--- config.mk ---
export PLATFORM = sky130hd
export DESIGN_NAME = cfpc_ram
export DESIGN_NICKNAME = d
export VERILOG_FILES = /design/src/rtl/core/cfpc_ram.sv
export SDC_FILE = /design/constraint.sdc
export NUM_CORES = 1
export LEC_CHECK = 0
export BUFFER_PORTS_ARGS = -buffer_cell sky130_fd_sc_hd__buf_2
export CAP_MARGIN = 20
export CORE_MARGIN = 2
export CORE_UTILIZATION = 55
export CTS_CLUSTER_DIAMETER = 80
export DETAILED_ROUTE_END_ITERATION = 16
export GPL_TIMING_DRIVEN = 0
export PLACE_DENSITY_LB_ADDON = 0.08
export SLEW_MARGIN = 40
export SYNTH_ARGS = -nofsm -noshare
export SYNTH_HDL_FRONTEND = slang
export SYNTH_SLANG_ARGS = --single-unit
--- constraint.sdc ---
create_clock -name clk -period 4.4 [get_ports clk]
set_input_delay 0.44 -clock clk [delete_from_list [all_inputs] [get_ports clk]]
set_output_delay 0.44 -clock clk [all_outputs]
set_load 0.01 [all_outputs]
--- src/rtl/core/cfpc_ram.sv ---
// generic simple dual-port ram with registered read
module cfpc_ram #(
  parameter int WIDTH = 32,
  parameter int DEPTH = 16,
  parameter int AW    = (DEPTH > 1) ? $clog2(DEPTH) : 1
) (
  input  logic             clk,
  input  logic             we,
  input  logic [AW-1:0]    waddr,
  input  logic [WIDTH-1:0] wdata,
  input  logic             re,
  input  logic [AW-1:0]    raddr,
  output logic [WIDTH-1:0] rdata
);

  logic [WIDTH-1:0] mem [DEPTH];

  // write port and registered read port
  always_ff @(posedge clk) begin
    if (we) begin
      mem[waddr] <= wdata;
    end
    if (re) begin
      rdata <= mem[raddr];
    end
  end

endmodule

# Word level (Yosys, flattened, before mapping)
# Memories as Yosys holds them, arrays and structs flattened. A register that Yosys moved wholly into a read port is not among the register bits.
# Index checks and enable logic that the tools add are counted.
totals:
  ff_bits: 0
  mem_bits_rw: 512
  input_bits: 43
  out_inout_bits: 32
  elab_cells: 3
  memories: 1
memory_table:
  columns: ["name", "depth", "width", "rd", "rd_ports_with_merged_regs", "wr", "line_no", "source"]
  rows:
  - ["mem", 16, 32, 1, 1, 1, "16", "logic [WIDTH-1:0] mem [DEPTH];"]
classes:
  mux: 2
ops:
  columns: ["operator", "n"]
  rows:
  - ["$mux W1", 2]

# Logic depth before layout (Yosys ltp)
# Gate-level depths: netlist of run 1.
depth:
  word_depth: 2
  mapped_depth: 5
  mapped_depth_nobuf: 3

# Worst setup path before layout of run 1
# OpenSTA, ideal clock, no wires.
synth_timing:
  kind: "input-to-reg"
  start: "in waddr[2]"
  end: "mem mem[0][0], enable pin"
  setup_time_ps: 461
  t_arrival_ps: 3158
  t_required_ps: 3939
  setup_slack_ps: 780
  cell_stages: 2
  n_path_buf: 0
  cell_sequence: "or3b_2 -> nor3_1"
synth_rtl:
  columns: ["item", "line_no", "source"]
  rows:
  - ["start: declaration", "9", "input logic [AW-1:0] waddr,"]
  - ["end: declaration", "16", null]
# No word-level cell before the write port.

==> impl_summary.log, run 1 <==
INFO  metric outcome = complete, no violations
INFO  metric cts.root.buffer_cell = sky130_fd_sc_hd__clkbuf_16
INFO  metric dieArea = 0.0382 mm2
INFO  metric power.switching = 0.00214 W
INFO  metric clockBufferDepth = 3
INFO  metric cts_setup_buffers = 0
INFO  metric route.detailed.wl_per_inst = 28.7 um
INFO  metric crit_required = 4.70 ns
INFO  metric reg2reg_slack = 2.88 ns
INFO  metric yosys_warn_count = 0
INFO  metric detail_route.first_pass.iterations = 5
INFO  metric synthesis_stage_register_bit_count = 544
INFO  metric switching_share = 0.205
INFO  metric number_of_antenna_violations_at_the_first_check_in_global_routing = 2
INFO  metric crit-reg2reg-capture = rdata[22]$_DFFE_PP_
INFO  metric total_power = 0.0105 W
INFO  metric sequential_element_share_of_the_synthesized_area = 0.810
INFO  metric crit_path_end_kind = flop
INFO  metric finalSetupTns = 0 ns
INFO  metric clock_sink_count = 544
INFO  metric critPathLaunchType = input pin
INFO  metric power.share.combinational = 0.052
INFO  metric timing.final.setup_violations = 0
INFO  metric grt_first_pass_wirelength = 63300 um
INFO  metric p_seq_frac = 0.560
INFO  metric chipHeight = 196 um
INFO  metric dieWidth = 196 um
INFO  metric cp_cell_instances = clkbuf_1, buf_2, mux4_2, a22oi_1, nand2_1
INFO  metric fillerInstances = 2335
INFO  metric num_rows = 70
INFO  metric critical-path-slowest-cell = sky130_fd_sc_hd__clkbuf_1
INFO  metric min_delay_path_depth = 1
INFO  metric initial_utilization = 0.555
INFO  metric synth.cell_area = 0.0202 mm2
INFO  metric period_minus_slack = 1.90 ns
INFO  metric leakage_dissipation = 7.65 nW
INFO  metric cells_resized_by_post_cts_repair = 0
INFO  metric final_layout_size_suffix_gt1_frac = 0.337
INFO  metric clkLatencyLatePin = 0.59 ns
INFO  metric postSynthAreaPerCell = 24.1 um2
INFO  metric yosysMostFrequentCell = sky130_fd_sc_hd__edfxtp_1
INFO  metric netlist.top_cell.by_area = sky130_fd_sc_hd__edfxtp_1
INFO  metric numCtsBuffers = 52
INFO  metric max_freq = 0.528 GHz
INFO  metric pwr_density_cell = 444 mW/mm2
INFO  metric final_antenna_net_count = 0
INFO  metric finalHoldViolCount = 0
INFO  metric detail_route.vias_per_cell = 6.18
INFO  metric grt_max_degree = 33
INFO  metric vias_in_the_first_global_route = 9714
INFO  metric holdCritPathClass = input pin to flop
INFO  metric grt_overflow_total = 0
INFO  metric detail_route.iter0.violations = 802
INFO  metric reg2reg_depth = 3
INFO  metric setup.worst_path.class = input pin to flop
INFO  metric flow.area_growth_from_synthesis = 16.9%
INFO  metric worst_slew_margin_rel = 0.426
INFO  metric worst_path_arrival = 2.20 ns
INFO  metric final_net_count = 1062
INFO  metric crit-reg2reg-launch = mem[8][22]$_DFFE_PP_
INFO  metric post_detail_place_hpwl = 28600 um
INFO  metric synth_cells = 838
INFO  metric synth-async-reset-ratio = 0
INFO  metric rsz0062_at_grt = no
INFO  metric hold_path_end = mem[10][12]$_DFFE_PP_
INFO  metric synth_nets = 881
INFO  metric cts_htree_levels = 2
INFO  metric routability_cong = 0.705
INFO  metric clock_tree_from_tritoncts = done
INFO  metric synth_top_area_share = 0.810
INFO  metric clock_power_share = 0.388
INFO  metric grt_util_all_layers = 0.236
INFO  metric ys_top_cells_by_count = 544 x sky130_fd_sc_hd__edfxtp_1, 128 x sky130_fd_sc_hd__mux4_2, 64 x sky130_fd_sc_hd__a22oi_1
INFO  metric synth_enable_flop_cells = 544
INFO  metric clk_pin_slew = 0.07 ns
INFO  metric p_int = 0.00833 W
INFO  metric crit_fanout = 10
INFO  metric netlist_top_cells_area = sky130_fd_sc_hd__edfxtp_1 81%, sky130_fd_sc_hd__mux4_2 14%, sky130_fd_sc_hd__a22oi_1 2.4%
INFO  metric final-max-slew-violation-count = 0
INFO  metric ir_drop = 0.353 mV
INFO  metric top_level_ports = 75
INFO  metric critical-path-max-stage-delay = 0.53 ns
INFO  metric post_cts_hold_buffer_count = 0
INFO  metric min_from = wdata[12]
INFO  metric yosysUniqueCellTypes = 17
INFO  metric remaining_drc_errors = 0
INFO  metric vias = 9451
INFO  metric worstMarginPinSlew = 0.862 ns
INFO  metric floorplan.core_area = 0.0363 mm2
INFO  metric ys.flop_type = sky130_fd_sc_hd__edfxtp_1
INFO  metric min_period_over_period = 0.431
INFO  metric finalWirelength = 43900 um
INFO  metric port_buffers = 72
INFO  metric drv.max_cap_violation_count = 0
INFO  metric skew = 0.0221 ns
[cell type report]
class                   count  area, um2  area share
flip-flops and latches    544      16300       0.693
plain buffers              43        225     0.00955
diodes                      1       2.50    0.000106
well taps                 468        586      0.0248
repair buffers            127       1160      0.0492
multi-input cells         251       3730       0.158
clock inverters            35        214     0.00907
clock buffers              60       1330      0.0565
[power by group through the flow]
stage	sequential [W]	combinational, W	clock, W
after floorplan	0.00599	0.000279	0
after global routing	0.00587	0.000586	0.00435
after global placement	0.00597	0.000502	0
after detailed placement	0.00597	0.000554	0
after CTS	0.00587	0.000556	0.00414
final	0.00587	0.000546	0.00407
[sequential cells by signal, summed over array words and instances, names as in the netlist]
signal,count
mem,512
rdata,32
[worst max-delay path by stage]
| stage | start | endpoint | slack, ns | cells past startpoint |
|---|---|---|---|---|
| after floorplan | waddr[2] | mem[0][0]$_DFFE_PP_ | 0.78 | 2 |
| after global placement | waddr[2] | mem[8][29]$_DFFE_PP_ | -1.96 | 3 |
| after detailed placement | we | mem[12][28]$_DFFE_PP_ | 1.91 | 6 |
| after CTS | raddr[1] | rdata[22]$_DFFE_PP_ | 2.48 | 5 |
| after global routing | raddr[1] | rdata[22]$_DFFE_PP_ | 2.46 | 5 |
| final | raddr[1] | rdata[22]$_DFFE_PP_ | 2.50 | 5 |
[layout by cell type, fill, tap and decap left out, types with 3 or more instances in the layout]
master / instances
sky130_fd_sc_hd__buf_4: 27
sky130_fd_sc_hd__clkbuf_1: 24
sky130_fd_sc_hd__buf_2: 85
sky130_fd_sc_hd__buf_6: 3
sky130_fd_sc_hd__buf_16: 15
sky130_fd_sc_hd__a22oi_1: 64
sky130_fd_sc_hd__buf_8: 14
sky130_fd_sc_hd__edfxtp_1: 544
sky130_fd_sc_hd__nor2_4: 12
sky130_fd_sc_hd__clkinv_2: 10
sky130_fd_sc_hd__clkinv_1: 21
sky130_fd_sc_hd__nor3_2: 4
sky130_fd_sc_hd__buf_1: 8
sky130_fd_sc_hd__clkbuf_16: 52
sky130_fd_sc_hd__nand2_1: 33
sky130_fd_sc_hd__mux4_2: 128
[kinds of logic (layout without fill, tap and decap cells)]
family,after synthesis,in the layout,synth area share
flops,544,544,0.810
mux,128,128,0.143
compound gates,64,64,0.0238
other cells,0,1,0
buf+inv,43,265,0.0110
simple gates,59,59,0.0125
[metrics by stage]
stage	util	hold slack (ns)	setup WS, ns	instance area [um2]	std cells
final	0.649	0.220	2.50	23600	1529
after global placement	0.581	0.723	-1.96	21100	1378
after detailed placement	0.606	0.728	1.91	22000	1433
after floorplan	-	0.539	0.780	20200	838
after global routing	0.649	0.211	2.46	23600	1529
after CTS	0.649	0.198	2.48	23600	1528
[critical path, delay by kind of cell]
family,cells,cell delay [ns]
AO/OA/AOI/OAI,1,0.22
buffers and inverters,2,1.02
multiplexers,1,0.37
AND/OR/NAND/NOR,1,0.13
[per-layer routing]
| layer | vias up | GRT usage | routed length, um |
|---|---|---|---|
| li1 | 3976 | - | - |
| met1 | 5030 | 0.311 | 17000 |
| met2 | 361 | 0.407 | 22900 |
| met3 | 82 | 0.0439 | 2850 |
| met4 | 2 | 0.0690 | 1130 |
| met5 | - | 0 | 13 |
Power figures use the tool's default switching activity.
==> run 2, diff against run 1 <==
==> constraint.sdc (replaced) <==
create_clock -name clk -period 1.64 [get_ports clk]
set_input_delay 0.164 -clock clk [delete_from_list [all_inputs] [get_ports clk]]
set_output_delay 0.164 -clock clk [all_outputs]
set_load 0.01 [all_outputs]
==> run 2 against run 1 <==
Core utilization is 1.1 points higher. Combinational power grew to 2.8 times the previous value. Sequential power grew to 2.7 times the previous value. Largest cell class unchanged.
==> impl_summary.log, run 2 (same netlist as run 1, synthesis figures left out) <==
INFO  metric critical_path.top_delay_family = buffers and inverters (unchanged)
INFO  metric seq_area = 0.0163 mm2 (unchanged)
INFO  metric route.detailed.wl_per_inst = 27.9 um (was 28.7 um)
INFO  metric leakage_dissipation = 7.78 nW (was 7.65 nW)
INFO  metric max_freq = 0.632 GHz
INFO  metric critical-path-max-stage-delay = 0.68 ns (was 0.53 ns)
INFO  metric p_seq_frac = 0.543 (was 0.560)
INFO  metric chipHeight = 196 um (unchanged)
INFO  metric clk_pin_slew = 0.06 ns (was 0.07 ns)
INFO  metric pre_cts_slack = -0.573 ns (was 1.91 ns)
INFO  metric critical-path-slowest-cell = sky130_fd_sc_hd__buf_1 (was sky130_fd_sc_hd__clkbuf_1)
INFO  metric timing.critical_path.buf_inv = 2 (unchanged)
INFO  metric grt_max_degree = 33 (unchanged)
INFO  metric final_layout_size_suffix_gt1_frac = 0.325 (was 0.337)
INFO  metric pwr_density_cell = 1210 mW/mm2 (was 444 mW/mm2)
INFO  metric routed-wl-met3 = 2900 um (was 2850 um)
INFO  metric crit_required = 1.94 ns (was 4.70 ns)
INFO  metric worst_path_arrival = 1.88 ns (was 2.20 ns)
INFO  metric reg_top3 = mem (512), rdata (32) (unchanged)
INFO  metric cts.root.buffer_cell = sky130_fd_sc_hd__clkbuf_16 (unchanged)
INFO  metric clockBufferDepth = 3 (unchanged)
INFO  metric power.share.combinational = 0.053 (was 0.052)
INFO  metric timing.final.setup_violations = 0 (unchanged)
INFO  metric vias = 9432 (was 9451)
INFO  metric drv.max_cap_violation_count = 0 (unchanged)
INFO  metric rsz0062_at_grt = no (unchanged)
INFO  metric ir_drop = 0.868 mV (was 0.353 mV)
INFO  metric holdCritPathClass = input pin to flop (unchanged)
INFO  metric crit_path_end_kind = flop (unchanged)
INFO  metric post_detail_place_hpwl = 27900 um (was 28600 um)
INFO  metric drt_met1_wl = 18000 um (was 17000 um)
INFO  metric fillerInstances = 2322 (was 2335)
INFO  metric remaining_drc_errors = 0 (unchanged)
INFO  metric largest_reg_flops = 512 (unchanged)
INFO  metric power.switching = 0.00578 W (was 0.00214 W)
INFO  metric crit_fanout = 10 (unchanged)
INFO  metric grt_first_pass_wirelength = 63000 um (was 63300 um)
INFO  metric detail_route.iter0.violations = 821 (was 802)
INFO  metric final_critical_path_setup_slack = 0.0588 ns (was 2.50 ns)
INFO  metric p_int = 0.0232 W (was 0.00833 W)
INFO  metric finalWirelength = 43000 um (was 43900 um)
INFO  metric number_of_antenna_violations_at_the_first_check_in_global_routing = 0 (was 2)
INFO  metric final_net_count = 1079 (was 1062)
INFO  metric total_power = 0.0290 W (was 0.0105 W)
INFO  metric period_minus_slack = 1.58 ns
INFO  metric flow.area_growth_from_synthesis = 18.9% (was 16.9%)
INFO  metric cp_cell_instances = buf_2, buf_1, mux4_2, a22oi_1, nand2_1 (was clkbuf_1, buf_2, mux4_2, a22oi_1, nand2_1)
INFO  metric clock_sink_count = 544 (unchanged)
INFO  metric dieWidth = 196 um (unchanged)
INFO  metric dp.cells = 1417 (was 1433)
INFO  metric top_layer_used = met4 (was met5)
INFO  metric outcome = complete, no violations (unchanged)
INFO  metric detail_route.first_pass.iterations = 5 (unchanged)
INFO  metric multi_input_area = 0.00375 mm2 (was 0.00373 mm2)
INFO  metric routability_cong = 0.720 (was 0.705)
INFO  metric grt_overflow_total = 0 (unchanged)
INFO  metric initial_utilization = 0.555 (unchanged)
INFO  metric port_buffers = 72 (unchanged)
INFO  metric skew = 0.0182 ns (was 0.0221 ns)
INFO  metric top_level_ports = 75 (unchanged)
INFO  metric route.met2.wl = 21300 um (was 22900 um)
INFO  metric mostFrequentLayoutCell = sky130_fd_sc_hd__edfxtp_1 (unchanged)
INFO  metric cts_setup_buffers = 0 (unchanged)
INFO  metric clock_power_share = 0.404 (was 0.388)
INFO  metric diodes = 0 (was 1)
INFO  metric worstMarginPinSlew = 0.859 ns (was 0.862 ns)
INFO  metric detail_route.vias_per_cell = 6.11 (was 6.18)
INFO  metric final-max-slew-violation-count = 0 (unchanged)
INFO  metric critPathLaunchType = input pin (unchanged)
INFO  metric post_layout_nonfiller_instances = 1543 (was 1529)
INFO  metric switching_share = 0.200 (was 0.205)
INFO  metric clock_tree_from_tritoncts = done (unchanged)
INFO  metric dieArea = 0.0382 mm2 (unchanged)
INFO  metric vias_in_the_first_global_route = 9783 (was 9714)
INFO  metric numCtsBuffers = 53 (was 52)
INFO  metric min_period_over_period = 0.964
INFO  metric setup.worst_path.class = input pin to flop (unchanged)
INFO  metric grt_util_all_layers = 0.231 (was 0.236)
INFO  metric final_antenna_net_count = 0 (unchanged)
INFO  metric cts_htree_levels = 2 (unchanged)
INFO  metric finalHoldViolCount = 0 (unchanged)
INFO  metric clkLatencyLatePin = 0.57 ns (was 0.59 ns)
INFO  metric num_rows = 70 (unchanged)
INFO  metric floorplan.core_area = 0.0363 mm2 (unchanged)
INFO  metric worst_slew_margin_rel = 0.427 (was 0.426)
INFO  metric registers.top_by_ff_count = mem (unchanged)
INFO  metric mostFrequentLayoutCells = 544 x sky130_fd_sc_hd__edfxtp_1, 128 x sky130_fd_sc_hd__mux4_2, 75 x sky130_fd_sc_hd__buf_2 (was 544 x sky130_fd_sc_hd__edfxtp_1, 128 x sky130_fd_sc_hd__mux4_2, 85 x sky130_fd_sc_hd__buf_2)
[run 2: changes by cell type in the layout (fill, tap and decap cells not counted), sizes merged]
| cell | delta |
|---|---|
| clkinvlp | +1 |
| buf | -17 |
| inv | +1 |
| clkinv | -12 |
| dlygate4sd3 | +32 |
| diode | -1 |
| clkbuf | +7 |
| bufinv | +3 |
[run 2: worst register-to-register path, cell delays in order, from the launching register on]
cell	delay (ns)
sky130_fd_sc_hd__edfxtp_1	0.38
sky130_fd_sc_hd__mux4_2	0.48
sky130_fd_sc_hd__a22oi_1	0.24
sky130_fd_sc_hd__nand2_1	0.13
[run 2: power by group through the flow]
stage / clock network, W / logic [W] / registers (W)
6_report: 0.0117 / 0.00153 / 0.0157
5_1_grt: 0.0125 / 0.00164 / 0.0158
4_1_cts: 0.0119 / 0.00155 / 0.0157
3_5_place_dp: 0 / 0.00149 / 0.0160
3_3_place_gp: 0 / 0.00137 / 0.0160
2_1_floorplan: 0 / 0.000766 / 0.0161
[run 2: repair_timing]
| action | CTS | global route |
|---|---|---|
| endpoints found under the setup margin | 0 | 3 |
| hold buffers | 32 | 0 |
| hold endpoints to repair | 512 | 0 |
| gates resized for setup | 0 | 4 |
[run 2: path summary, 6_finish.rpt]
| kind | to | slack (ns) | cells past startpoint | start |
|---|---|---|---|---|
| worst max-delay path | rdata[22]$_DFFE_PP_ | 0.06 | 5 | raddr[1] |
| worst min-delay path | rdata[0]$_DFFE_PP_ | 0.13 | 1 | re |
| worst max register to register | rdata[22]$_DFFE_PP_ | 0.14 | 3 | mem[11][22]$_DFFE_PP_ |
| worst min register to register | rdata[23]$_DFFE_PP_ | 0.74 | 3 | mem[12][23]$_DFFE_PP_ |
[run 2: layer usage]
metal | global-route usage | up-vias
li1 | - | 4009
met1 | 0.336 | 5003
met2 | 0.375 | 348
met3 | 0.0364 | 72
met4 | 0.0628 | 0
met5 | 0 | -
[run 2: area by class of cell]
cell class                      count  share of cell area
Buffer                             43             0.00949
Clock buffer                       66              0.0591
Clock inverter                     28              0.0109
Multi-Input combinational cell    251               0.156
Sequential cell                   544               0.681
Tap cell                          468              0.0244
Timing Repair Buffer              143              0.0587
[run 2: stage by stage]
| step | hold slack (ns) | cell area, um2 | util | TNS (ns) |
|---|---|---|---|---|
| 5_1_grt | 0.131 | 24000 | 0.660 | 0 |
| 2_1_floorplan | 0.263 | 20300 | - | -40.82 |
| 4_1_cts | 0.117 | 24000 | 0.660 | 0 |
| 6_report | 0.127 | 24000 | 0.660 | 0 |
| 3_3_place_gp | 0.507 | 21200 | 0.584 | -432.78 |
| 3_5_place_dp | 0.534 | 22000 | 0.605 | -71.41 |
